$ cat config.mk
export PLATFORM = sky130hd
export DESIGN_NAME = gcs_rot_cell
export DESIGN_NICKNAME = d
export VERILOG_FILES = /design/src/rtl/gcs_pkg.sv /design/src/rtl/gcs_rot_cell.sv
export SDC_FILE = /design/constraint.sdc
export NUM_CORES = 1
export LEC_CHECK = 0
export BUFFER_PORTS_ARGS = -buffer_cell sky130_fd_sc_hd__clkbuf_2
export CAP_MARGIN = 20
export CORE_ASPECT_RATIO = 0.75
export CORE_MARGIN = 10
export CORE_UTILIZATION = 45
export CTS_CLUSTER_SIZE = 20
export DETAILED_ROUTE_END_ITERATION = 10
export PLACE_DENSITY = 0.66
export SLEW_MARGIN = 20
export SYNTH_ARGS = -nofsm -noshare
export SYNTH_HDL_FRONTEND = slang
export SYNTH_SLANG_ARGS = --single-unit
$ cat constraint.sdc
create_clock -name clk -period 11.82 [get_ports clk]
set_clock_uncertainty 0.2 [all_clocks]
set_input_delay 1.182 -clock clk [delete_from_list [all_inputs] [get_ports clk]]
set_output_delay 1.182 -clock clk [all_outputs]
set_load 0.1 [all_outputs]
$ cat src/rtl/gcs_pkg.sv
`timescale 1ns / 1ps
package gcs_pkg;

    // CORDIC depth and table length
    localparam int CORDIC_STEPS = 16;
    localparam int TAB_LEN      = 24;
    localparam int STEP_W       = 5;
    localparam int NLANE        = 5;

    // Datapath widths
    localparam int XW      = 20;   // CORDIC x and y
    localparam int AW      = 26;   // CORDIC angle, 2^-16 degree
    localparam int RW      = 27;   // raw angle before reduction
    localparam int TW      = 18;   // Q16 sine and cosine
    localparam int HW      = 17;   // haversine term, [0, 1.0] in Q16
    localparam int SQ_W    = 33;   // square root operand
    localparam int SQ_N    = 17;   // square root steps
    localparam int RAD_W   = 13;
    localparam int HOUR_W  = 10;
    localparam int K_W     = 31;
    localparam int ZC_W    = 23;
    localparam int NUM_W   = 55;
    localparam int B_W     = 25;
    localparam int DIVN_W  = 15;
    localparam int DIV_N   = DIVN_W;
    localparam int DIV_IW  = 4;
    localparam int SPD_W   = 14;
    localparam int CP_W    = 4;

    // Angles in 2^-16 degree
    localparam int ANG_FULL       = 23592960;
    localparam int ANG_HALF       = 11796480;
    localparam int ANG_QUARTER    = 5898240;
    localparam int ONE_Q16        = 65536;
    localparam int CORDIC_GAIN    = 39797;
    localparam int NM_PER_DEG_Q24 = 254451;
    localparam int COMPASS_OFFSET = 737280;
    localparam int RECIP_45_Q16   = 1457;
    localparam int SPEED_MAX      = 16383;
    localparam int RADIUS_RESET   = 3959;
    localparam int K_RESET        = RADIUS_RESET * NM_PER_DEG_Q24;

    // Register map (index taken from paddr[2])
    localparam logic [0:0] REG_RADIUS = 1'b0;

    // Pipeline positions
    localparam int ST_P1   = CORDIC_STEPS + 1;
    localparam int ST_P2   = CORDIC_STEPS + 2;
    localparam int ST_P3   = CORDIC_STEPS + 3;
    localparam int ST_SQ0  = CORDIC_STEPS + 4;
    localparam int ST_VC0  = ST_SQ0 + SQ_N;
    localparam int ST_Q1   = ST_VC0 + CORDIC_STEPS;
    localparam int ST_Q2   = ST_Q1 + 1;
    localparam int ST_DV0  = ST_Q2 + 1;
    localparam int ST_OUT  = ST_DV0 + DIV_N;

    typedef struct packed {
        logic signed [XW-1:0] x;
        logic signed [XW-1:0] y;
        logic signed [AW-1:0] z;
        logic [1:0]           tag;
    } cord_t;

    typedef struct packed {
        logic [SQ_W-1:0] v;
        logic [SQ_W-1:0] r;
    } sq_t;

    typedef struct packed {
        logic [DIVN_W-1:0] n;
        logic [HOUR_W-1:0] rem;
        logic [DIVN_W-1:0] q;
    } div_t;

    typedef struct packed {
        logic              vld;
        logic              ok;
        logic [HOUR_W-1:0] hours;
    } side_t;

    function automatic logic signed [AW-1:0] gcs_atan(input logic [STEP_W-1:0] i);
        case (i)
            5'd0:    return 26'sd2949120;
            5'd1:    return 26'sd1740967;
            5'd2:    return 26'sd919879;
            5'd3:    return 26'sd466945;
            5'd4:    return 26'sd234379;
            5'd5:    return 26'sd117302;
            5'd6:    return 26'sd58666;
            5'd7:    return 26'sd29335;
            5'd8:    return 26'sd14668;
            5'd9:    return 26'sd7334;
            5'd10:   return 26'sd3667;
            5'd11:   return 26'sd1833;
            5'd12:   return 26'sd917;
            5'd13:   return 26'sd458;
            5'd14:   return 26'sd229;
            5'd15:   return 26'sd115;
            5'd16:   return 26'sd57;
            5'd17:   return 26'sd29;
            5'd18:   return 26'sd14;
            5'd19:   return 26'sd7;
            5'd20:   return 26'sd4;
            5'd21:   return 26'sd2;
            5'd22:   return 26'sd1;
            default: return 26'sd0;
        endcase
    endfunction

    // Wrap into [-180, 180), fold into [-90, 90], seed the rotation
    function automatic cord_t gcs_rot_init(input logic signed [RW-1:0] a);
        logic signed [RW-1:0] r;
        cord_t c;
        r = a;
        c.tag = '0;
        if (r >= RW'(ANG_HALF))
            r = r - RW'(ANG_FULL);
        else if (r < -RW'(ANG_HALF))
            r = r + RW'(ANG_FULL);
        if (r > RW'(ANG_QUARTER))
        begin
            r = RW'(ANG_HALF) - r;
            c.tag[0] = 1'b1;
        end
        else if (r < -RW'(ANG_QUARTER))
        begin
            r = -RW'(ANG_HALF) - r;
            c.tag[0] = 1'b1;
        end
        c.x = XW'(CORDIC_GAIN);
        c.y = '0;
        c.z = AW'(r);
        return c;
    endfunction

    function automatic logic signed [TW-1:0] gcs_clamp(input logic signed [XW-1:0] v);
        if (v > XW'(ONE_Q16))
            return TW'(ONE_Q16);
        else if (v < -XW'(ONE_Q16))
            return -TW'(ONE_Q16);
        else
            return TW'(v);
    endfunction

    function automatic logic signed [TW-1:0] gcs_sin(input cord_t c);
        return gcs_clamp(c.y);
    endfunction

    function automatic logic signed [TW-1:0] gcs_cos(input cord_t c);
        return gcs_clamp(c.tag[0] ? -c.x : c.x);
    endfunction

    function automatic logic signed [TW-1:0] gcs_mulq(input logic signed [TW-1:0] a,
                                                      input logic signed [TW-1:0] b);
        logic signed [2*TW-1:0] p;
        p = a * b;
        return TW'(p >>> 16);
    endfunction

endpackage

$ cat src/rtl/gcs_rot_cell.sv
`timescale 1ns / 1ps
module gcs_rot_cell (
    input  logic                       clk,
    input  logic [gcs_pkg::STEP_W-1:0] step,
    input  gcs_pkg::cord_t             din,
    output gcs_pkg::cord_t             dout
);
    import gcs_pkg::*;

    cord_t                dout_reg;
    cord_t                dout_next;
    logic signed [XW-1:0] xs;
    logic signed [XW-1:0] ys;
    logic signed [AW-1:0] at;

    // One rotation step: turn towards zero residual angle
    always_comb
    begin
        xs = din.x >>> step;
        ys = din.y >>> step;
        at = gcs_atan(step);
        dout_next = din;
        if (din.z >= 0)
        begin
            dout_next.x = din.x - ys;
            dout_next.y = din.y + xs;
            dout_next.z = din.z - at;
        end
        else
        begin
            dout_next.x = din.x + ys;
            dout_next.y = din.y - xs;
            dout_next.z = din.z + at;
        end
    end

    always_ff @(posedge clk)
    begin
        dout_reg <= dout_next;
    end

    assign dout = dout_reg;
endmodule

After elaboration in Yosys (flattened, before gate mapping). Memories as Yosys holds them, arrays and structs flattened. Cells that the tools add are included.

Bits in registers: 68. Bits in read-only memories: 704. Input port bits: 74. Output and inout port bits: 68. Logic and storage cells: 15. Memories kept: 1.

Memory list: (no name shown) (depth 32, bits a word 22, read ports 1, clocked after Yosys merged registers in 0, wr ports 0, line gcs_pkg.sv:82) `case (i)`.

$add $sub $neg: 6. $lt $le $gt $ge: 1. Shift-type cells: 2. Mux-type cells: 1.

Operator list (count): 66-bit two-way mux (1); 20-bit adder (2); 20-bit by 5-bit >>> shifter with 20-bit output (2); 20-bit subtractor (2); 26-bit adder (1); 26-bit by 1-bit >= comparator with 1-bit output, second input constant (1); 26-bit subtractor (1).

Longest topological paths before layout.
Depth after elaboration: 3. Depth in mapped cells: 25. Mapped depth without buffers: 22.

Least setup slack after synthesis. Ideal clock, no wire load.

Path kind: input -> register. Start point: input step[0] (netlist bit). End point: register dout_reg (netlist bit dout[46]). Library setup time: 0.072 ns. Arrival time: 6.217 ns. Slack: 5.330 ns. Stages: 25. Cell sequence: buf_4 -> buf_4 -> buf_4 -> buf_2 -> mux4_2 -> nand2_1 -> nand3b_1 -> a21oi_1 -> ha_1 -> inv_1 -> or2_1 -> or4_4 -> or2_4 -> nor3_1 -> a21oi_1 -> o21ai_0 -> ha_1 -> and3_1 -> a221o_1 -> nand2_1 -> o21ai_0 -> o41a_1 -> a21o_1 -> a21oi_1 -> xnor2_1.

RTL lines: start: declaration (line gcs_rot_cell.sv:4) `input logic [gcs_pkg::STEP_W-1:0] step,`; end signal: assignment (line gcs_rot_cell.sv:39) `dout_reg <= dout_next;`; end: declaration (line gcs_rot_cell.sv:10) `cord_t dout_reg;`.

==> results.md <==
* Final min period at 7.30 ns
* Outcome: completed
* Post-synthesis sequential area ratio at 16.2%
* Maximum clock rate at 0.137 GHz
* Vias in the first global route at 8001
* Layout Utilization at between 50% and 60%
* EDFF count, synth at 0
* GRT Total Usage at 20.2%
* Fillers at 1782
* Routed Antenna Nets at 0
* Routability cong. at ~1
* Max FFs per register at 68
* I/O pins at ~140
* Post-CTS Hold Buffers at 0
* Share of layout cells above drive strength 1 at 20.5%
* Net switching power at 0.00115 W
* Cells after Synth at 1021
* Hold Crit Class: in2reg
* Pwr dens at 205 mW/mm2
* Initial antenna violation count at 0
* Clock tree sinks at 68
* M2 GR Usage at 31.2%
* GRT met3 Usage at 5.80%
* YS warnings at 0
* Flop pwr share at 17.5%
* Drt wl/cell at 18.5 um
* Slew margin rel. at 44.4%
* Die height at about 140 um
* DR DRC count at 0
* Root Driver: clkbuf_16
* Worst slew pin tran at 0.810 ns
* Element type at the critical path end: flip-flop
* Total routed wirelength at ~26000 um
* Nets at 1285
* Max-slew violations at 0
* Post-Syn Area at 0.00843 mm2
* Starting Density at 45.7%
* Synth Register Bits at 68
* Non-Filler Instances at around 1400
* Final setup violation count at 0
* Syn-to-layout area delta at 14.4%
* Clk buf depth at 2
* Die Wd at about 180 um
* Setup crit start kind: primary input
* RSZ-0062 raised after global routing: no
* Most Crowded Layer GR: met2
* Tcrit/Tclk final at 61.7%
* Post-synth ARST share at 0%
* Port Buffer Count at 141
* Dpl hpwl at 19700 um
* Grt met1 use at a little over a quarter
* Count of cells resized by post-cts repair at 0
* CTS tree: built
* Clock Power Share at 15.9%
* Largest net degree at the start of global routing at 75
* Worst Setup SP: step[1]
* Pleak at 4.23 nW
* Die area at 0.0247 mm2
* Sw Share at 58.3%
* Iter 0 DRT Violations at a little under 900
* VDD IR max at 169 uV
* Detail-routed via count per cell at approximately 6.0
* Combinational Power Share at 66.6%
* Pre-antenna DRT Iters at 5
* CP required at 11.90 ns
* Overflow after GRT at 0
* Critical path type: in2reg
* Worst hold start: din[0]
* Prevailing post-synth register cell: dfxtp_1
* Crit-path max FO at 52
* Clk pin slew, worst setup/hold paths at approximately 0.06 ns
* Commonest cells after routing, fill and taps aside: clkbuf_2 (140), nor2_1 (91), a21oi_1 (83), nand2_1 (76), ha_1 (74)
* Vias at 8297
* Crit path DAT at 7.38 ns
* Row count at 43
* Number of distinct library cells after synthesis at 73
* Syn avg cell area at around 8.3 um2
* H-tree depth at 3
* Pint at just over 0.0008 W
* Net Count, Synth at 1172
* DP Cell Count at 1370
* Core footprint at 0.0185 mm2
* # diodes at 0
* Post-route setup TNS at 0 ns
* Commonest non-fill, non-tap cell in the layout: clkbuf_2
* First-pass GRT wire length at about 41000 um
* Cts bufs inserted at 9
* Max cap viols at 0
* Post-CTS setup buffer count at 0
* Fin. Hold Viols at 0
[cell usage after synthesis (6+ instances only)]
cell type / instances / area share (%)
nor3_1: 31 / 1.8
a22oi_1: 7 / 0.62
clkbuf_1: 25 / 1.1
xor2_1: 39 / 4.1
nor2_1: 92 / 4.1
o21ai_0: 58 / 3.4
o21a_1: 15 / 1.3
o22ai_1: 7 / 0.52
o211ai_1: 7 / 0.62
mux2_2: 12 / 1.6
and3_1: 7 / 0.52
a21oi_1: 83 / 4.9
a21o_1: 29 / 2.6
buf_1: 6 / 0.27
ha_1: 74 / 11
nand3_1: 17 / 1.0
inv_1: 26 / 1.2
mux4_2: 39 / 10
or2_2: 7 / 0.52
and2_1: 6 / 0.45
xnor2_1: 69 / 7.2
a211oi_1: 11 / 0.98
mux2i_1: 35 / 4.2
nand2_1: 76 / 3.4
nor2b_1: 14 / 1.0
nand2b_1: 15 / 1.1
or3_1: 12 / 0.89
dfxtp_1: 68 / 16
a221oi_1: 8 / 0.83
a31oi_1: 7 / 0.52
buf_2: 13 / 0.77
o31ai_1: 8 / 0.71
a2111oi_0: 6 / 0.62
[through the flow]
step / hold slack (ns) / setup WS, ns / area (um2) / power [W]
final: 0.726 / 4.52 / 9650 / 0.00198
after global routing: 0.713 / 3.98 / 9650 / 0.00208
after CTS: 0.721 / 4.63 / 9650 / 0.00199
after detailed placement: 1.09 / 4.26 / 9300 / 0.00167
after global placement: 1.09 / 4.42 / 9300 / 0.00167
after floorplan: 1.01 / 5.33 / 8430 / 0.00146
[area by class of cell]
type,instances,area (um2),share of cell area (%)
Multi-Input combinational cell,875,6740,69.9
Sequential cell,68,1360,14.1
Timing Repair Buffer,151,783,8.12
Tap cell,247,309,3.20
Clock buffer,10,229,2.37
Clock inverter,6,113,1.17
Inverter,29,109,1.13
[kinds of logic after synthesis]
logic type,after synthesis,synth area share [%]
simple gates,302,17.1
fa+ha+maj,77,11.7
xor+xnor,108,11.2
mux,86,16.2
flops,68,16.2
compound gates,302,23.7
buf+inv,78,3.89
[critical path: stages]
cell      delay (ns)
clkbuf_2        0.08
buf_4           0.49
clkinv_1        0.75
ha_1            0.63
mux4_2          0.47
a32oi_1         0.27
nand2_1         0.11
nor2_1          0.15
nand3_1         0.14
or3b_2          0.54
o21ai_0         0.17
a32oi_1         0.13
ha_1            0.40
a21oi_1         0.19
o21ai_0         0.14
a211o_1         0.33
or3_1           0.30
nor3_1          0.14
nor3_1          0.10
a41oi_1         0.30
nor2b_1         0.20
xnor2_1         0.13
[metal layers]
metal	routed length, um	vias up
li1	-	4057
met1	11500	3854
met2	11400	346
met3	2280	40
met4	521	0
met5	0	-
[power by group through the flow]
stage / Clock [W] / Combinational [W] / Sequential (W)
after floorplan: 0 / 0.000415 / 0.00105
after global placement: 0 / 0.00132 / 0.000351
after detailed placement: 0 / 0.00132 / 0.000352
after CTS: 0.000324 / 0.00132 / 0.000348
after global routing: 0.000331 / 0.00139 / 0.000357
final: 0.000314 / 0.00132 / 0.000347
[path summary, 6_finish.rpt]
check | to | slack [ns] | depth (start not counted)
worst min-delay path | dout[0] | 0.73 | 1
worst max-delay path | dout[24] | 4.52 | 22
No activity file was read; power rests on OpenSTA's default activity.
