--- config.mk ---
export PLATFORM = sky130hd
export DESIGN_NAME = gcs_vec_cell
export DESIGN_NICKNAME = d
export VERILOG_FILES = /design/src/rtl/gcs_pkg.sv /design/src/rtl/gcs_vec_cell.sv
export SDC_FILE = /design/constraint.sdc
export NUM_CORES = 1
export LEC_CHECK = 0
export BUFFER_PORTS_ARGS = -buffer_cell sky130_fd_sc_hd__buf_2
export CORE_MARGIN = 2
export CORE_UTILIZATION = 60
export CTS_CLUSTER_DIAMETER = 200
export DETAILED_ROUTE_END_ITERATION = 16
export GPL_ROUTABILITY_DRIVEN = 0
export PLACE_DENSITY_LB_ADDON = 0.1
export SETUP_SLACK_MARGIN = 0.5
export SYNTH_ARGS = -nofsm -noshare
export SYNTH_HDL_FRONTEND = slang
export SYNTH_SLANG_ARGS = --single-unit
--- constraint.sdc ---
create_clock -name clk -period 10.4 [get_ports clk]
set_clock_uncertainty 0.05 [all_clocks]
set_input_delay 1.04 -clock clk [delete_from_list [all_inputs] [get_ports clk]]
set_output_delay 1.04 -clock clk [all_outputs]
set_load 0.05 [all_outputs]
--- src/rtl/gcs_pkg.sv ---
`timescale 1ns / 1ps
package gcs_pkg;

    // CORDIC depth and table length
    localparam int CORDIC_STEPS = 16;
    localparam int TAB_LEN      = 24;
    localparam int STEP_W       = 5;
    localparam int NLANE        = 5;

    // Datapath widths
    localparam int XW      = 20;   // CORDIC x and y
    localparam int AW      = 26;   // CORDIC angle, 2^-16 degree
    localparam int RW      = 27;   // raw angle before reduction
    localparam int TW      = 18;   // Q16 sine and cosine
    localparam int HW      = 17;   // haversine term, [0, 1.0] in Q16
    localparam int SQ_W    = 33;   // square root operand
    localparam int SQ_N    = 17;   // square root steps
    localparam int RAD_W   = 13;
    localparam int HOUR_W  = 10;
    localparam int K_W     = 31;
    localparam int ZC_W    = 23;
    localparam int NUM_W   = 55;
    localparam int B_W     = 25;
    localparam int DIVN_W  = 15;
    localparam int DIV_N   = DIVN_W;
    localparam int DIV_IW  = 4;
    localparam int SPD_W   = 14;
    localparam int CP_W    = 4;

    // Angles in 2^-16 degree
    localparam int ANG_FULL       = 23592960;
    localparam int ANG_HALF       = 11796480;
    localparam int ANG_QUARTER    = 5898240;
    localparam int ONE_Q16        = 65536;
    localparam int CORDIC_GAIN    = 39797;
    localparam int NM_PER_DEG_Q24 = 254451;
    localparam int COMPASS_OFFSET = 737280;
    localparam int RECIP_45_Q16   = 1457;
    localparam int SPEED_MAX      = 16383;
    localparam int RADIUS_RESET   = 3959;
    localparam int K_RESET        = RADIUS_RESET * NM_PER_DEG_Q24;

    // Register map (index taken from paddr[2])
    localparam logic [0:0] REG_RADIUS = 1'b0;

    // Pipeline positions
    localparam int ST_P1   = CORDIC_STEPS + 1;
    localparam int ST_P2   = CORDIC_STEPS + 2;
    localparam int ST_P3   = CORDIC_STEPS + 3;
    localparam int ST_SQ0  = CORDIC_STEPS + 4;
    localparam int ST_VC0  = ST_SQ0 + SQ_N;
    localparam int ST_Q1   = ST_VC0 + CORDIC_STEPS;
    localparam int ST_Q2   = ST_Q1 + 1;
    localparam int ST_DV0  = ST_Q2 + 1;
    localparam int ST_OUT  = ST_DV0 + DIV_N;

    typedef struct packed {
        logic signed [XW-1:0] x;
        logic signed [XW-1:0] y;
        logic signed [AW-1:0] z;
        logic [1:0]           tag;
    } cord_t;

    typedef struct packed {
        logic [SQ_W-1:0] v;
        logic [SQ_W-1:0] r;
    } sq_t;

    typedef struct packed {
        logic [DIVN_W-1:0] n;
        logic [HOUR_W-1:0] rem;
        logic [DIVN_W-1:0] q;
    } div_t;

    typedef struct packed {
        logic              vld;
        logic              ok;
        logic [HOUR_W-1:0] hours;
    } side_t;

    function automatic logic signed [AW-1:0] gcs_atan(input logic [STEP_W-1:0] i);
        case (i)
            5'd0:    return 26'sd2949120;
            5'd1:    return 26'sd1740967;
            5'd2:    return 26'sd919879;
            5'd3:    return 26'sd466945;
            5'd4:    return 26'sd234379;
            5'd5:    return 26'sd117302;
            5'd6:    return 26'sd58666;
            5'd7:    return 26'sd29335;
            5'd8:    return 26'sd14668;
            5'd9:    return 26'sd7334;
            5'd10:   return 26'sd3667;
            5'd11:   return 26'sd1833;
            5'd12:   return 26'sd917;
            5'd13:   return 26'sd458;
            5'd14:   return 26'sd229;
            5'd15:   return 26'sd115;
            5'd16:   return 26'sd57;
            5'd17:   return 26'sd29;
            5'd18:   return 26'sd14;
            5'd19:   return 26'sd7;
            5'd20:   return 26'sd4;
            5'd21:   return 26'sd2;
            5'd22:   return 26'sd1;
            default: return 26'sd0;
        endcase
    endfunction

    // Wrap into [-180, 180), fold into [-90, 90], seed the rotation
    function automatic cord_t gcs_rot_init(input logic signed [RW-1:0] a);
        logic signed [RW-1:0] r;
        cord_t c;
        r = a;
        c.tag = '0;
        if (r >= RW'(ANG_HALF))
            r = r - RW'(ANG_FULL);
        else if (r < -RW'(ANG_HALF))
            r = r + RW'(ANG_FULL);
        if (r > RW'(ANG_QUARTER))
        begin
            r = RW'(ANG_HALF) - r;
            c.tag[0] = 1'b1;
        end
        else if (r < -RW'(ANG_QUARTER))
        begin
            r = -RW'(ANG_HALF) - r;
            c.tag[0] = 1'b1;
        end
        c.x = XW'(CORDIC_GAIN);
        c.y = '0;
        c.z = AW'(r);
        return c;
    endfunction

    function automatic logic signed [TW-1:0] gcs_clamp(input logic signed [XW-1:0] v);
        if (v > XW'(ONE_Q16))
            return TW'(ONE_Q16);
        else if (v < -XW'(ONE_Q16))
            return -TW'(ONE_Q16);
        else
            return TW'(v);
    endfunction

    function automatic logic signed [TW-1:0] gcs_sin(input cord_t c);
        return gcs_clamp(c.y);
    endfunction

    function automatic logic signed [TW-1:0] gcs_cos(input cord_t c);
        return gcs_clamp(c.tag[0] ? -c.x : c.x);
    endfunction

    function automatic logic signed [TW-1:0] gcs_mulq(input logic signed [TW-1:0] a,
                                                      input logic signed [TW-1:0] b);
        logic signed [2*TW-1:0] p;
        p = a * b;
        return TW'(p >>> 16);
    endfunction

endpackage

--- src/rtl/gcs_vec_cell.sv ---
`timescale 1ns / 1ps
module gcs_vec_cell (
    input  logic                       clk,
    input  logic [gcs_pkg::STEP_W-1:0] step,
    input  gcs_pkg::cord_t             din,
    output gcs_pkg::cord_t             dout
);
    import gcs_pkg::*;

    cord_t                dout_reg;
    cord_t                dout_next;
    logic signed [XW-1:0] xs;
    logic signed [XW-1:0] ys;
    logic signed [AW-1:0] at;

    // One vectoring step: drive y towards zero, accumulate the angle
    always_comb
    begin
        xs = din.x >>> step;
        ys = din.y >>> step;
        at = gcs_atan(step);
        dout_next = din;
        if (din.y > 0)
        begin
            dout_next.x = din.x + ys;
            dout_next.y = din.y - xs;
            dout_next.z = din.z + at;
        end
        else
        begin
            dout_next.x = din.x - ys;
            dout_next.y = din.y + xs;
            dout_next.z = din.z - at;
        end
    end

    always_ff @(posedge clk)
    begin
        dout_reg <= dout_next;
    end

    assign dout = dout_reg;
endmodule

; ---- Yosys cells after proc, flatten, opt, wreduce, memory -nomap -nowiden
; Memory sizes are Yosys's and may differ from the RTL's.
; Index checks and enable logic that the tools add are counted.
[word_totals]
memories = 1
latch_bits = 0
wordCells = 15
register_bits = 68
ramBits = 0
output_inout_bits = 68
rom_bits = 704
[memory_table]
columns = name, depth, width, rd, rd_ports_with_merged_regs, wr, line_no
row1 = (name not given), 32, 22, 1, 0, 0, gcs_pkg.sv:82  ; case (i)
[op_classes]
n_reduce_logical = 0
div = 0
order_cmp = 1
addsub = 6
n_mul = 0
n_eq_ne = 0
n_shift = 2
muxes = 1
bitwise = 0
[ops]
columns = operator, n
row1 = $mux 66, 1
row2 = $add 20x20->20, 2
row3 = $sshr 20x5->20, 2
row4 = $sub 20x20->20, 2
row5 = $add 26x26->26, 1
row6 = $sub 26x26->26, 1
row7 = $gt 20x1->1 const B, 1

; ---- Longest topological paths before layout
[depth]
ltp_word = 3
mapped_depth = 25
depth_no_buf = 21

; ---- Worst setup path before layout
; No wires, ideal clock.
[synth_timing]
path_kind = input to register
startpoint = input port step[0] in the netlist's numbering
endpoint = register dout_reg (netlist bit dout[25])
arrival_time_ns = 6.198
slack_ns = 4.079
required_time_ns = 10.278
path_buffers = 5
stages = 25
path_cell_list = buf_6 > buf_6 > buf_2 > buf_2 > inv_1 > ha_1 > clkbuf_1 > o311ai_0 > o21ai_0 > o41ai_1 > o211ai_1 > or4_1 > nand2b_1 > o21ai_1 > xor2_1 > ha_1 > a21o_1 > a211oi_1 > o21ai_0 > a211oi_1 > a2bb2oi_1 > o31ai_1 > a21o_1 > a21oi_1 > xnor2_1
[synth_lines]
columns = element, line_no
row1 = start: declaration, gcs_vec_cell.sv:4  ; input logic [gcs_pkg::STEP_W-1:0] step,
row2 = end signal: assignment, gcs_vec_cell.sv:39  ; dout_reg <= dout_next;
row3 = end: declaration, gcs_vec_cell.sv:10  ; cord_t dout_reg;

==> results by group <==
STA
  • Setup_tns: 0 ps
  • RSZ-0062 raised after global routing: false
  • Final Max Tran Viols: 0
  • # setup viols final: 0
  • Tmin final: 6892 ps
  • Slew Limit Headroom: 37.95%
  • Final Hold Vio Count: 0
  • Fmax achieved: 145.1 MHz
  • Hold slack: 742.4 ps
  • Worst Slack Setup Final: 3508 ps
  • Final period utilization: 66.27%
  • Worst Tran Pin Value: 930.8 ps

Clock network
  • Post-CTS Setup Repair Bufs: 0
  • Post-cts gate resize count: 0
  • CTS H-Tree Depth: 3
  • CTS Buffer Depth: 2
  • Clk slew on worst S/H paths: 60 ps
  • Number of buffers created by CTS: 9
  • Root Buffer: clkbuf_16
  • Hold_buf cts: 0
  • TritonCTS clock tree: yes
  • Sinks on Clock Net: 68

Die
  • Initial Utilization: 61.48%
  • # IOs: 142
  • DIE AREA: 0.01589 mm2
  • Die Span X: 126.0 um
  • Die height: 126.0 um
  • Core area: 0.01453 mm2
  • FP Rows: 44

Worst setup path
  • CP Max Fanout: 42
  • Req. time, crit path: 10630 ps
  • Max stage delay on crit path: 600 ps
  • Setup CP Type: primary input to register
  • Crit path cell chain: buf_4, buf_4, inv_1, ha_1, o311ai_0, o21ai_0, o41ai_1, o211ai_1, or4_1, nand2b_1, o21ai_1, xor2_1, ha_1, a21o_1, a211oi_1, o21ai_0, a211oi_1, a2bb2oi_1, o31ai_1, a21o_1, a21oi_1, xnor2_1
  • Critical Path Sink Type: register
  • Slowest CP cell: or4_1
  • WP data arrival: 7120 ps
  • CP Launch Type: primary input

Power
  • Share of power burned in registers: 21.4%
  • Switching share of power: 49.32%
  • Comb pwr share: 59.2%
  • Power Density: 178.9 mW/mm2
  • Leak: 4.340 nW
  • Net Switching: 0.8784 mW
  • Clock Power Share: 19.3%
  • Worst VDD drop: 0.0001115 V
  • Int Pwr: 0.9025 mW

Global routing
  • Largest net degree at the start of global routing: 87
  • Global Route Usage Sum: 31.57%
  • First-pass GRT wire length: 40960 um
  • Total gr overflow: 0
  • Initial antenna violation count: 0
  • Vias in the first global route: 8204

Logic synthesis
  • Synth Instances: 1077
  • Mean Syn Cell Area: 8.297 um2
  • #FFs+latches synth: 68
  • Most area-consuming cells after synthesis: dfxtp_1 (15%), ha_1 (10%), mux4_2 (9.3%)
  • Most used DFF post-synth: dfxtp_1
  • Post-synth top area share: 15.23%
  • Syn nets: 1228
  • Async S/R FF share, synth: 0%
  • Mapped Area: 0.008936 mm2
  • Register area share after synthesis: 15.23%
  • Post-synth top area cell: dfxtp_1
  • Number of flops mapped to enable cells by yosys: 0
  • Unique masters post-synth: 85
  • Synth cell count leaders: a21oi_1 (84), nor2_1 (84), nand2_1 (79), ha_1 (74), dfxtp_1 (68)
  • Synth warn: 0

Placed design
  • Port Buffers: 141
  • Placed Cells: 1351
  • Dpl hpwl: 18840 um
  • Dpl ws: 3220 ps

Layout
  • Proportion of layout cells with a drive suffix above 1: 20.12%
  • Max reg flops: 68
  • Layout fillers: 1274
  • Layout Nets: 1329
  • Register area: 0.001361 mm2
  • # diodes: 0
  • Fin cells: 1367
  • Multi-input logic area: 0.007132 mm2
  • P&R area growth vs syn: 11.40%

Min path
  • WHS Endpoint: dout[1]
  • Min-delay src: din[1]
  • Worst Hold Depth: 1
  • Hold WC Path Type: primary input to register

Routing
  • Routed via count: 8988
  • ANT nets after route: 0
  • Via/cell ratio: 6.575
  • Final wirelength: 25690 um
  • DRT Pass-1 Iters: 6
  • Starting DRC count in detailed routing: 950
  • Remaining DRCs: 0
  • Drt wl/cell: 18.79 um

Outcome
  • Outcome: finished, final reports clean

Run
  • Max-cap viol count: 0
==> per-stage QoR <==
stage | cell area (um2) | utilization (%) | power [mW]
2_1_floorplan | 8936 | - | 1.221
3_3_place_gp | 9630 | 66.26 | 1.422
3_5_place_dp | 9630 | 66.26 | 1.433
4_1_cts | 9955 | 68.49 | 1.784
5_1_grt | 9955 | 68.49 | 1.881
6_report | 9955 | 68.49 | 1.781
==> cells in the final DEF (no fill, tap or decap), drive strengths merged, types with 20 or more instances in the layout <==
cell type  count
a21o          20
nor2b         20
nor2          85
dfxtp         68
mux2i         40
nand2b        24
buf          149
nor3          32
a21oi         85
ha            74
inv           38
xnor2         58
mux4          43
nand2         80
xor2          44
o21ai         50
nand3         23
==> critical path: cells and delay by family <==
kind	cells	cell delay, ps
adder cells (fa/ha/maj)	2	650
XOR/XNOR	2	300
AO/OA/AOI/OAI	13	3060
buffers and inverters	3	1240
AND/OR/NAND/NOR	2	800
==> area by class of cell <==
type	count	area share, %
multi-input combinational	913	71.64
sequential	68	13.68
timing repair buffer	149	7.717
tap	184	2.313
clock buffer	9	2.262
inverter	37	1.395
clock inverter	7	0.9930
==> logic make-up after synthesis <==
logic type,synth area share [%]
buffers and inverters,4.956
adders and majority gates,11.03
DFF,15.23
xor gates and xnor gates,9.997
AOI/OAI and AO/OA,22.74
and+or+nand+nor,19.08
muxes,16.96
==> power groups by stage <==
stage | Sequential (mW) | Combinational (mW) | Clock [mW]
after floorplan | 0.754 | 0.467 | 0
after detailed placement | 0.388 | 1.04 | 0
after CTS | 0.383 | 1.05 | 0.352
final | 0.382 | 1.05 | 0.344
after global placement | 0.387 | 1.03 | 0
after global routing | 0.389 | 1.13 | 0.365
==> worst max path at each step <==
| stage | startpoint | to | slack, ps | depth (start not counted) |
|---|---|---|---|---|
| CTS | step[0] | dout[25] | 3540 | 22 |
| detailed placement | step[0] | dout[25] | 3220 | 22 |
| floorplan | step[0] | dout[25] | 4080 | 25 |
| global placement | step[0] | dout[25] | 3360 | 22 |
| finish | step[0] | dout[25] | 3510 | 22 |
| global route | step[0] | dout[25] | 2850 | 22 |
==> metal layers <==
metal | global-route usage [%] | vias to the layer above | share of wire [%]
met5 | 0 | - | 0
met4 | 13.57 | 0 | 4.0
met3 | 7.307 | 90 | 8.7
met2 | 51.93 | 479 | 47
met1 | 39.80 | 4171 | 40
li1 | - | 4248 | -
Power figures use the tool's default switching activity.
