--- src/rtl/gcs_pkg.sv ---
`timescale 1ns / 1ps
package gcs_pkg;

    // CORDIC depth and table length
    localparam int CORDIC_STEPS = 16;
    localparam int TAB_LEN      = 24;
    localparam int STEP_W       = 5;
    localparam int NLANE        = 5;

    // Datapath widths
    localparam int XW      = 20;   // CORDIC x and y
    localparam int AW      = 26;   // CORDIC angle, 2^-16 degree
    localparam int RW      = 27;   // raw angle before reduction
    localparam int TW      = 18;   // Q16 sine and cosine
    localparam int HW      = 17;   // haversine term, [0, 1.0] in Q16
    localparam int SQ_W    = 33;   // square root operand
    localparam int SQ_N    = 17;   // square root steps
    localparam int RAD_W   = 13;
    localparam int HOUR_W  = 10;
    localparam int K_W     = 31;
    localparam int ZC_W    = 23;
    localparam int NUM_W   = 55;
    localparam int B_W     = 25;
    localparam int DIVN_W  = 15;
    localparam int DIV_N   = DIVN_W;
    localparam int DIV_IW  = 4;
    localparam int SPD_W   = 14;
    localparam int CP_W    = 4;

    // Angles in 2^-16 degree
    localparam int ANG_FULL       = 23592960;
    localparam int ANG_HALF       = 11796480;
    localparam int ANG_QUARTER    = 5898240;
    localparam int ONE_Q16        = 65536;
    localparam int CORDIC_GAIN    = 39797;
    localparam int NM_PER_DEG_Q24 = 254451;
    localparam int COMPASS_OFFSET = 737280;
    localparam int RECIP_45_Q16   = 1457;
    localparam int SPEED_MAX      = 16383;
    localparam int RADIUS_RESET   = 3959;
    localparam int K_RESET        = RADIUS_RESET * NM_PER_DEG_Q24;

    // Register map (index taken from paddr[2])
    localparam logic [0:0] REG_RADIUS = 1'b0;

    // Pipeline positions
    localparam int ST_P1   = CORDIC_STEPS + 1;
    localparam int ST_P2   = CORDIC_STEPS + 2;
    localparam int ST_P3   = CORDIC_STEPS + 3;
    localparam int ST_SQ0  = CORDIC_STEPS + 4;
    localparam int ST_VC0  = ST_SQ0 + SQ_N;
    localparam int ST_Q1   = ST_VC0 + CORDIC_STEPS;
    localparam int ST_Q2   = ST_Q1 + 1;
    localparam int ST_DV0  = ST_Q2 + 1;
    localparam int ST_OUT  = ST_DV0 + DIV_N;

    typedef struct packed {
        logic signed [XW-1:0] x;
        logic signed [XW-1:0] y;
        logic signed [AW-1:0] z;
        logic [1:0]           tag;
    } cord_t;

    typedef struct packed {
        logic [SQ_W-1:0] v;
        logic [SQ_W-1:0] r;
    } sq_t;

    typedef struct packed {
        logic [DIVN_W-1:0] n;
        logic [HOUR_W-1:0] rem;
        logic [DIVN_W-1:0] q;
    } div_t;

    typedef struct packed {
        logic              vld;
        logic              ok;
        logic [HOUR_W-1:0] hours;
    } side_t;

    function automatic logic signed [AW-1:0] gcs_atan(input logic [STEP_W-1:0] i);
        case (i)
            5'd0:    return 26'sd2949120;
            5'd1:    return 26'sd1740967;
            5'd2:    return 26'sd919879;
            5'd3:    return 26'sd466945;
            5'd4:    return 26'sd234379;
            5'd5:    return 26'sd117302;
            5'd6:    return 26'sd58666;
            5'd7:    return 26'sd29335;
            5'd8:    return 26'sd14668;
            5'd9:    return 26'sd7334;
            5'd10:   return 26'sd3667;
            5'd11:   return 26'sd1833;
            5'd12:   return 26'sd917;
            5'd13:   return 26'sd458;
            5'd14:   return 26'sd229;
            5'd15:   return 26'sd115;
            5'd16:   return 26'sd57;
            5'd17:   return 26'sd29;
            5'd18:   return 26'sd14;
            5'd19:   return 26'sd7;
            5'd20:   return 26'sd4;
            5'd21:   return 26'sd2;
            5'd22:   return 26'sd1;
            default: return 26'sd0;
        endcase
    endfunction

    // Wrap into [-180, 180), fold into [-90, 90], seed the rotation
    function automatic cord_t gcs_rot_init(input logic signed [RW-1:0] a);
        logic signed [RW-1:0] r;
        cord_t c;
        r = a;
        c.tag = '0;
        if (r >= RW'(ANG_HALF))
            r = r - RW'(ANG_FULL);
        else if (r < -RW'(ANG_HALF))
            r = r + RW'(ANG_FULL);
        if (r > RW'(ANG_QUARTER))
        begin
            r = RW'(ANG_HALF) - r;
            c.tag[0] = 1'b1;
        end
        else if (r < -RW'(ANG_QUARTER))
        begin
            r = -RW'(ANG_HALF) - r;
            c.tag[0] = 1'b1;
        end
        c.x = XW'(CORDIC_GAIN);
        c.y = '0;
        c.z = AW'(r);
        return c;
    endfunction

    function automatic logic signed [TW-1:0] gcs_clamp(input logic signed [XW-1:0] v);
        if (v > XW'(ONE_Q16))
            return TW'(ONE_Q16);
        else if (v < -XW'(ONE_Q16))
            return -TW'(ONE_Q16);
        else
            return TW'(v);
    endfunction

    function automatic logic signed [TW-1:0] gcs_sin(input cord_t c);
        return gcs_clamp(c.y);
    endfunction

    function automatic logic signed [TW-1:0] gcs_cos(input cord_t c);
        return gcs_clamp(c.tag[0] ? -c.x : c.x);
    endfunction

    function automatic logic signed [TW-1:0] gcs_mulq(input logic signed [TW-1:0] a,
                                                      input logic signed [TW-1:0] b);
        logic signed [2*TW-1:0] p;
        p = a * b;
        return TW'(p >>> 16);
    endfunction

endpackage

--- src/rtl/gcs_sqrt_cell.sv ---
`timescale 1ns / 1ps
module gcs_sqrt_cell (
    input  logic                       clk,
    input  logic [gcs_pkg::STEP_W-1:0] step,
    input  gcs_pkg::sq_t               din,
    output gcs_pkg::sq_t               dout
);
    import gcs_pkg::*;

    sq_t             dout_reg;
    sq_t             dout_next;
    logic [SQ_W-1:0] bitv;
    logic [SQ_W:0]   trial;

    // One root digit: trial subtract of (root + 4^step)
    always_comb
    begin
        bitv  = SQ_W'(1) << {step, 1'b0};
        trial = {1'b0, din.r} + {1'b0, bitv};
        if ({1'b0, din.v} >= trial)
        begin
            dout_next.v = din.v - trial[SQ_W-1:0];
            dout_next.r = (din.r >> 1) + bitv;
        end
        else
        begin
            dout_next.v = din.v;
            dout_next.r = din.r >> 1;
        end
    end

    always_ff @(posedge clk)
    begin
        dout_reg <= dout_next;
    end

    assign dout = dout_reg;
endmodule

--- config.mk ---
export PLATFORM = sky130hd
export DESIGN_NAME = gcs_sqrt_cell
export DESIGN_NICKNAME = d
export VERILOG_FILES = /design/src/rtl/gcs_pkg.sv /design/src/rtl/gcs_sqrt_cell.sv
export SDC_FILE = /design/constraint.sdc
export NUM_CORES = 1
export LEC_CHECK = 0
export BUFFER_PORTS_ARGS = -buffer_cell sky130_fd_sc_hd__buf_2
export CELL_PAD_IN_SITES_DETAIL_PLACEMENT = 0
export CELL_PAD_IN_SITES_GLOBAL_PLACEMENT = 1
export CORE_MARGIN = 2
export CORE_UTILIZATION = 37
export DETAILED_ROUTE_END_ITERATION = 7
export PLACE_DENSITY = 0.86
export SYNTH_ARGS = -nofsm -noshare
export SYNTH_HDL_FRONTEND = slang
export SYNTH_SLANG_ARGS = --single-unit
--- constraint.sdc ---
create_clock -name clk -period 5 [get_ports clk]
set_input_delay 0.5 -clock clk [delete_from_list [all_inputs] [get_ports clk]]
set_output_delay 0.5 -clock clk [all_outputs]
set_load 0.01 [all_outputs]
* Yosys cells after proc, flatten, opt, wreduce, memory -nomap -nowiden *
Index checks and enable logic that the tools add are counted.

storage, ports and cells
  register bits after elaboration = 66
  bits of input ports = 72
  word-level logic and storage cells = 9

operators by class
  $add $sub $neg = 3
  order comparisons = 1
  shift-type cells = 1
  muxes and demuxes = 1

operators by type and width
  cell                  number
  $mux 66               1
  $add 33x33->34        1
  $ge 33x34->1          1
  $add 32x33->33        1
  $shl 1x6->33 const A  1
  $sub 33x33->33        1

* Longest topological paths before layout *
Gate-level depths: netlist of the first run.

  depth after elaboration = 4
  depth in mapped cells = 25
  depth with buffers taken out = 22

* Worst setup path after synthesis of the first run *
OpenSTA, ideal clock, no wires.

  path kind = input to register
  from = input port step[3] (netlist name)
  to = register dout_reg, in the netlist dout[38]
  data arrival time = 4.994 ns
  setup slack = -0.116 ns
  stages on the path = 22
  path through = or3b_2 -> nor3_1 -> ha_1 -> nand2_1 -> a2111oi_0 -> a21bo_2 -> a21oi_1 -> or2_2 -> a21oi_1 -> o21ai_0 -> nand2_1 -> xor2_1 -> ha_1 -> nand4_1 -> or3_1 -> nor3_1 -> a21oi_1 -> a211oi_2 -> nand2_4 -> nor2_4 -> buf_6 -> mux2_4

RTL lines
  what                  line                 RTL
  from (decl)           gcs_sqrt_cell.sv:4   input logic [gcs_pkg::STEP_W-1:0] step,
  to (signal assigned)  gcs_sqrt_cell.sv:34  dout_reg <= dout_next;
  to (decl)             gcs_sqrt_cell.sv:10  sq_t dout_reg;

==> flow_metrics.tcl, run 1 <==
set metrics [dict create \
    antenna_found_initial 0 \
    crit_arrival_ns 5.09 \
    wl_per_cell_um 15.8 \
    grt_start_max_net_pins 34 \
    start_util 0.375 \
    grt_pass1_vias 5974 \
    grt_pass1_wl_um 29800 \
    hpwl_um 15200 \
    grt-ovfl-total 0 \
    power.leakage_nw 3.75 \
    num_rows 47 \
    fin_ws_ns 0.137 \
    cts_buffers 9 \
    synthCells 765 \
    finalWirelength_um 19200 \
    total_power_mw 2.10 \
    die_x_um 133 \
    synth-async-reset-ratio 0 \
    synth-main-ff-cell "dfxtp_1" \
    synth_top_cell_by_area "dfxtp_1" \
    worstSetupPathType "primary input to flop" \
    viasPerCell 5.20 \
    final_cell_mix "buf_2, buf_4, o21ai_0, dfxtp_1, ha_1" \
    period_minus_slack_ns 4.86 \
    largest_reg_flops 66 \
    cts_buffer_depth 2 \
    combPwrFrac 0.398 \
    h-tree-depth 3 \
    dp_slack_ns -0.285 \
    rsz0062_at_grt "true" \
    syn_avg_cell_area_um2 8.07 \
    netlist_area_um2 6170 \
    drc_errors 0 \
    fillers 1651 \
    ys_seq_elements 66 \
    final_hold_viol_count 0 \
    intPower_mw 1.41 \
    vdd_drop_max_mv 0.188 \
    power_frac_seq 0.300 \
    netlist.area_leader.share 0.214 \
    power_density_nw_per_um2 255 \
    synth-edff-count 0 \
    crit_path_end_kind "flop" \
    status "finished, final reports clean" \
    yosys-top-cells-area "dfxtp_1, ha_1, xor2_1, o21ai_0, xnor2_1" \
    synthDistinctLibCells 66 \
    core-area_um2 16500 \
    power_frac_clock 0.303 \
    final_common_cell "buf_2" \
    vias 6305 \
    fmax_mhz 206 \
    antenna_cells 0 \
    drt_iter0_drc 295 \
    clock-sinks 66 \
    dieArea_um2 17700 \
    seq_area_frac_synth 0.214 \
    yosys_warnings 0 \
    setup_viol 0 \
    place_congestion 0.891 \
    final-max-slew-violation-count 0 \
    path_clk_slew_ns 0.06 \
    switching_share 0.330 \
    cts_tree "built" \
    ant_nets 0 \
    syn_nets 904 \
    switchingPower_mw 0.694 \
    crit_fanout 5 \
    min_period_over_period 0.973 \
    finish.net_count 1127 \
    tightest_slew_ns 0.597 \
    slew_headroom 0.601 \
    critPathLaunchType "primary input" \
    syn2layout_area_growth_pct 33.7 \
    hold_buffers 0 \
    ios 138 \
    die_h_um 133 \
    worstHoldPathType "primary input to flop" \
    holdWs_ns 0.396 \
    root_buffer "clkbuf_16" \
    drive_above_1_share 0.314 \
    cap_viol_max_count 0 \
    numPortBuffers 137 \
    dr.pass1.iters 6 \
    grtUsageTotal 0.212 \
    worstPathRequired_ns 5.23 \
]
[power groups by stage]
stage | logic, mW | clock network, mW | registers (mW)
after floorplan | 0.439 | 0 | 0.689
after global placement | 0.783 | 0 | 0.643
after detailed placement | 0.790 | 0 | 0.642
after CTS | 0.795 | 0.652 | 0.632
after global routing | 0.912 | 0.681 | 0.638
final | 0.836 | 0.637 | 0.630
[metal layers]
| metal | part of all wire | GRT usage |
|---|---|---|
| met5 | 0 | 0 |
| met4 | 0.013 | 0.0561 |
| met3 | 0.054 | 0.0479 |
| met2 | 0.45 | 0.343 |
| met1 | 0.48 | 0.285 |
[per-stage QoR]
stage | cells | setup TNS, ns | cell area, um^2 | utilization
floorplan | 765 | 0 | 6210 | -
global placement | 1188 | -5.30 | 7700 | 0.468
detailed placement | 1188 | -11.79 | 7700 | 0.468
CTS | 1204 | 0 | 8010 | 0.486
global route | 1213 | -0.624 | 8260 | 0.502
finish | 1213 | 0 | 8260 | 0.502
[synth_stat cells (all sizes together), types with 8 or more instances]
cell    instances
xnor2          34
nor2           60
dfxtp          66
mux2           24
nand2          66
ha             66
xor2           54
nor2b          10
o211ai          8
a21o           12
o21ai          83
o21bai         15
nand4          12
inv            22
and3            9
nand3          13
a31oi          22
nand2b          9
a211oi         10
buf             9
nor3           29
a21oi          55
[area by class of cell]
class | count | area, um^2 | share of cell area
sequential | 66 | 1320 | 0.160
multi-input combinational | 661 | 4820 | 0.584
clock inverter | 1 | 5.00 | 0.000606
tap | 220 | 275 | 0.0333
clock buffer | 15 | 298 | 0.0361
inverter | 22 | 82.6 | 0.0100
timing repair buffer | 228 | 1450 | 0.176
[timing repair]
item	CTS	global route
resized for setup	0	36
buffers inserted	0	7
setup endpoints to repair	0	66
[critical path, cell delays in order]
cell and delay, ns:
buf_2 0.13, or3_4 0.44, nor2_4 0.13, ha_1 0.19, buf_4 0.14, a21oi_4 0.04
a2111oi_4 0.29, a21bo_2 0.28, a21oi_2 0.14, or2_4 0.15, a21oi_4 0.07, o21ai_1 0.12
nand2_1 0.08, xor2_1 0.14, ha_1 0.30, nand4_1 0.12, or3_4 0.36, nor3_4 0.20
a21oi_2 0.09, a211oi_2 0.29, nand2_4 0.10, nor2_4 0.21, buf_4 0.17, clkbuf_16 0.14
mux2_4 0.29
[cells by family after synthesis]
family,count (synthesis),share of synthesized area
flops,66,0.214
mux,25,0.0557
simple gates,235,0.187
buf+inv,38,0.0294
xor+xnor,88,0.125
fa+ha+maj,68,0.139
compound gates,245,0.251
[worst paths after layout]
kind	start	end	slack [ns]	cells past startpoint
setup / recovery	step[4]	dout[60]	0.14	25
hold / removal	din[40]	dout[40]	0.40	2
Power figures use the tool's default switching activity.
==> inputs of run 2 (changes only) <==
--- a/config.mk
+++ b/config.mk
@@ -9,9 +9,9 @@
 export CELL_PAD_IN_SITES_DETAIL_PLACEMENT = 0
 export CELL_PAD_IN_SITES_GLOBAL_PLACEMENT = 1
 export CORE_MARGIN = 2
-export CORE_UTILIZATION = 37
+export CORE_UTILIZATION = 41
 export DETAILED_ROUTE_END_ITERATION = 7
-export PLACE_DENSITY = 0.86
+export PLACE_DENSITY = 0.9
 export SYNTH_ARGS = -nofsm -noshare
 export SYNTH_HDL_FRONTEND = slang
 export SYNTH_SLANG_ARGS = --single-unit
==> constraint.sdc (replaced) <==
create_clock -name clk -period 5.4 [get_ports clk]
set_input_delay 0.54 -clock clk [delete_from_list [all_inputs] [get_ports clk]]
set_output_delay 0.54 -clock clk [all_outputs]
set_load 0.01 [all_outputs]
==> flow_metrics.tcl, run 2 (same netlist as run 1, synthesis figures left out) <==
set metrics [dict create \
    grt-ovfl-total 0 \
    root_buffer "clkbuf_16" \
    num_rows 44 \
    dr.pass1.iters 5 \
    place_congestion 0.877 \
    antenna_found_initial 0 \
    crit_fanout 18 \
    syn2layout_area_growth_pct 22.9 \
    viasPerCell 5.49 \
    finalWirelength_um 18000 \
    dieArea_um2 16100 \
    clock-sinks 66 \
    tightest_slew_ns 0.515 \
    finish.net_count 1076 \
    worst-path-buf-inv 3 \
    start_util 0.422 \
    path_clk_slew_ns 0.05 \
    cts_buffer_depth 2 \
    crit_chain "buf_2 -> or3_1 -> nor3_1 -> ha_1 -> and2_1 -> a31oi_1 -> o21ai_1 -> a21oi_1 -> o21ai_2 -> o21bai_1 -> o21ai_0 -> xnor2_1 -> ha_1 -> nand4_1 -> or3_1 -> nor3_1 -> a21oi_1 -> a211oi_2 -> buf_4 -> nand2_4 -> nor2_4 -> buf_12 -> mux2_2" \
    drt_iter0_drc 360 \
    final_common_cell "buf_2" \
    final_cell_mix "buf_2, o21ai_0, ha_1, dfxtp_1, nand2_1" \
    ant_nets 0 \
    crit_arrival_ns 5.24 \
    min_period_over_period 0.927 \
    grt_pass1_wl_um 28500 \
    slew_headroom 0.654 \
    antenna_cells 0 \
    h-tree-depth 3 \
    cts_buffers 9 \
    vdd_drop_max_mv 0.136 \
    slowest_delay_ns 0.44 \
    final_hold_viol_count 0 \
    grt_start_max_net_pins 23 \
    core-area_um2 14600 \
    slowest_stage "or3_1" \
    vias 6170 \
    largest_reg_flops 66 \
    power.leakage_nw 3.43 \
    power_density_nw_per_um2 240 \
    drc_errors 0 \
    worstHoldPathType "primary input to flop" \
    hpwl_um 14600 \
    holdWs_ns 0.435 \
    die_x_um 127 \
    ios 138 \
    worstSetupPathType "primary input to flop" \
    die_h_um 127 \
    cp_top_family "simple AND/OR/NAND/NOR gates" \
    wl_per_cell_um 16.0 \
    crit_path_end_kind "flop" \
    status "finished, final reports clean" \
    drive_above_1_share 0.255 \
    numPortBuffers 137 \
    cts_tree "built" \
    period_minus_slack_ns 5.01 \
    grtUsageTotal 0.222 \
    cap_viol_max_count 0 \
    grt_pass1_vias 5766 \
    setup_viol 0 \
    tns_ns 0 \
    rsz0062_at_grt "false" \
    fmax_mhz 200 \
    total_power_mw 1.82 \
    critPathLaunchType "primary input" \
    worstPathRequired_ns 5.64 \
    final-max-slew-violation-count 0 \
]
-- run 2: final cells by class --
| type | count | area, um^2 |
|---|---|---|
| fillers | 1413 | 7060 |
| inverters | 22 | 82.6 |
| well taps | 184 | 230 |
| multi-input cells | 661 | 4690 |
| flip-flops and latches | 66 | 1320 |
| clock buffers | 13 | 260 |
| repair buffers | 177 | 998 |
-- run 2: power breakdown --
part / leakage [nW] / internal [mW] / total [mW] / switching (mW)
registers: 0.556 / 0.566 / 0.587 / 0.0208
logic: 2.75 / 0.316 / 0.700 / 0.384
clock network: 0.128 / 0.328 / 0.535 / 0.207
-- run 2: path summary, 6_finish.rpt --
check | from | to | slack, ns | cells after the start
worst min-delay path | din[39] | dout[39] | 0.43 | 3
worst max-delay path | step[3] | dout[0] | 0.39 | 23
-- run 2: timing repair --
action,4_1_cts,5_1_grt
buffers inserted,0,1
hold buffers,0,0
endpoints found under the setup margin,0,66
resized for setup,0,5
-- run 2: through the flow --
stage          cell area, um^2  utilization  worst slack, ns  cells
6_report                  7590        0.518            0.393   1123
4_1_cts                   7560        0.516            0.243   1122
2_1_floorplan             6170            -            0.244    765
3_5_place_dp              7300        0.498           -0.114   1109
5_1_grt                   7590        0.518          0.00236   1123
3_3_place_gp              7300        0.498           0.0170   1109
-- run 2: metal layers --
metal | vias to the layer above | global-route usage | part of all wire
li1 | 3151 | - | -
met1 | 2804 | 0.300 | 0.49
met2 | 181 | 0.341 | 0.43
met3 | 34 | 0.0506 | 0.057
met4 | 0 | 0.0924 | 0.029
met5 | - | 0 | 0
==> inputs of run 3 (changes only) <==
--- a/config.mk
+++ b/config.mk
@@ -5,12 +5,13 @@
 export SDC_FILE = /design/constraint.sdc
 export NUM_CORES = 1
 export LEC_CHECK = 0
+export ABC_AREA = 1
 export BUFFER_PORTS_ARGS = -buffer_cell sky130_fd_sc_hd__buf_2
 export CELL_PAD_IN_SITES_DETAIL_PLACEMENT = 0
 export CELL_PAD_IN_SITES_GLOBAL_PLACEMENT = 1
-export CORE_MARGIN = 2
-export CORE_UTILIZATION = 41
+export CORE_UTILIZATION = 39
 export DETAILED_ROUTE_END_ITERATION = 7
+export GPL_ROUTABILITY_DRIVEN = 0
 export PLACE_DENSITY = 0.9
 export SYNTH_ARGS = -nofsm -noshare
 export SYNTH_HDL_FRONTEND = slang
==> flow_metrics.tcl, run 3 <==
set metrics [dict create \
    tns_ns 0 \
    grt_pass1_vias 8470 \
    worstHoldPathType "primary input to flop" \
    slew_headroom 0.520 \
    synthDistinctLibCells 45 \
    clock-sinks 66 \
    power_density_nw_per_um2 222 \
    period_minus_slack_ns 4.78 \
    slowest_delay_ns 0.39 \
    finalWirelength_um 26200 \
    netlist_area_um2 7890 \
    min_period_over_period 0.886 \
    fmax_mhz 209 \
    crit_path_end_kind "flop" \
    path_clk_slew_ns 0.06 \
    fillers 2205 \
    syn_avg_cell_area_um2 5.68 \
    netlist.area_leader.share 0.239 \
    power.leakage_nw 5.02 \
    vias 9142 \
    ys_seq_elements 66 \
    wl_per_cell_um 14.6 \
    hpwl_um 21500 \
    drive_above_1_share 0.119 \
    drt_iter0_drc 603 \
    die_x_um 144 \
    seq_area_frac_synth 0.167 \
    ios 138 \
    cts_buffers 9 \
    hold_buffers 0 \
    final_cell_mix "nand2_1, inv_1, buf_2, nand3_1, nor2_1" \
    crit_end "dout[26]" \
    cap_viol_max_count 0 \
    final_common_cell "nand2_1" \
    drc_errors 0 \
    grtUsageTotal 0.256 \
    synthCells 1390 \
    tightest_slew_ns 0.714 \
    final_hold_viol_count 0 \
    crit_fanout 8 \
    h-tree-depth 3 \
    min_delay_path_depth 3 \
    viasPerCell 5.10 \
    cts_buffer_depth 2 \
    numPortBuffers 137 \
    synth-main-ff-cell "dfxtp_1" \
    largest_reg_flops 66 \
    yosys-top-cells-area "nand2_1, dfxtp_1, ha_1, inv_1, nand3_1" \
    cp-startpoint "step[3]" \
    syn2layout_area_growth_pct 16.1 \
    synth-async-reset-ratio 0 \
    grt_start_max_net_pins 67 \
    setup_viol 0 \
    synth-edff-count 0 \
    dieArea_um2 20800 \
    root_buffer "clkbuf_16" \
    yosys_warnings 0 \
    grt_pass1_wl_um 41200 \
    synth_most_common_cell "nand2_1" \
    rsz0062_at_grt "false" \
    synth_common_cells "nand2_1, inv_1, nand3_1, nor2_1" \
    crit_top_cell "nand2_1" \
    vdd_drop_max_mv 0.150 \
    core-area_um2 19700 \
    status "finished, final reports clean" \
    dr.pass1.iters 5 \
    grt-ovfl-total 0 \
    finish.net_count 1659 \
    die_h_um 144 \
    cts_tree "built" \
    cts_resized 0 \
    worstPathRequired_ns 5.70 \
    final-max-slew-violation-count 0 \
    syn_nets 1529 \
    start_util 0.401 \
    worstSetupPathType "primary input to flop" \
    synth_top_cell_by_area "nand2_1" \
    num_rows 51 \
    slowest_stage "a21oi_1" \
    critPathLaunchType "primary input" \
    holdWs_ns 0.393 \
    cts_setup_buffers 0 \
    antenna_found_initial 1 \
    crit_arrival_ns 5.08 \
    ant_nets 0 \
]
==> run 3: cell types whose count changed after synthesis, moves of 17 or more <==
cell	change
nand2_1	+439
inv_1	+159
nand3_1	+117
nor2_1	+70
o21ai_0	-28
a31oi_1	-20
xnor2_1	-20
mux2_4	-17
==> run 3: cell type report <==
type / instances / area [um^2] / share of cell area
diodes: 1 / 2.50 / 0.000273
clock buffers: 10 / 239 / 0.0261
clock inverters: 6 / 90.1 / 0.00984
inverters: 187 / 702 / 0.0766
multi-input cells: 1114 / 5720 / 0.625
flip-flops and latches: 66 / 1320 / 0.144
well taps: 265 / 332 / 0.0362
repair buffers: 142 / 748 / 0.0817
==> run 3: worst max-delay path, delay by kind of cell <==
kind	cells	cell delay, ns
AOI/OAI and AO/OA	3	0.82
buffers and inverters	4	0.63
and+or+nand+nor	19	2.17
adders and majority gates	3	0.91
==> run 3: report_power, final <==
part | internal, mW | leakage (nW) | switching, mW
registers | 0.575 | 0.556 | 0.0185
clock network | 0.418 | 0.159 | 0.256
logic | 0.275 | 4.30 | 0.487
total | 1.27 | 5.02 | 0.762
==> run 3: worst min-delay path by stage <==
stage | from | to | slack (ns)
floorplan | din[1] | dout[0] | 0.64
global placement | din[33] | dout[33] | 0.75
detailed placement | din[54] | dout[54] | 0.75
CTS | din[54] | dout[54] | 0.39
global route | din[35] | dout[35] | 0.40
finish | din[54] | dout[54] | 0.39
==> run 3: routing by layer <==
metal,routed length [um],track usage
met5,0,0
met1,11500,0.314
met3,1400,0.0305
met2,12500,0.459
met4,745,0.0903
==> run 3: stage by stage <==
stage          total power [mW]  instance area [um^2]  setup slack, ns   util  instances
2_1_floorplan              1.11                  7890             1.45      -       1390
3_3_place_gp               1.35                  8830            0.450  0.449       1774
3_5_place_dp               1.36                  8830            0.332  0.449       1774
4_1_cts                    2.03                  9160            0.693  0.466       1790
5_1_grt                    2.17                  9160            0.289  0.466       1791
6_report                   2.03                  9160            0.618  0.466       1791
==> run 3: kinds of logic (layout without fill, tap and decap cells) <==
| family | Yosys count | count (layout) | share of synthesized area |
|---|---|---|---|
| fa+ha+maj | 67 | 67 | 0.107 |
| compound gates | 160 | 160 | 0.117 |
| buf+inv | 210 | 345 | 0.107 |
| flops | 66 | 66 | 0.167 |
| simple gates | 830 | 830 | 0.438 |
| other cells | 0 | 1 | 0 |
| xor+xnor | 57 | 57 | 0.0633 |
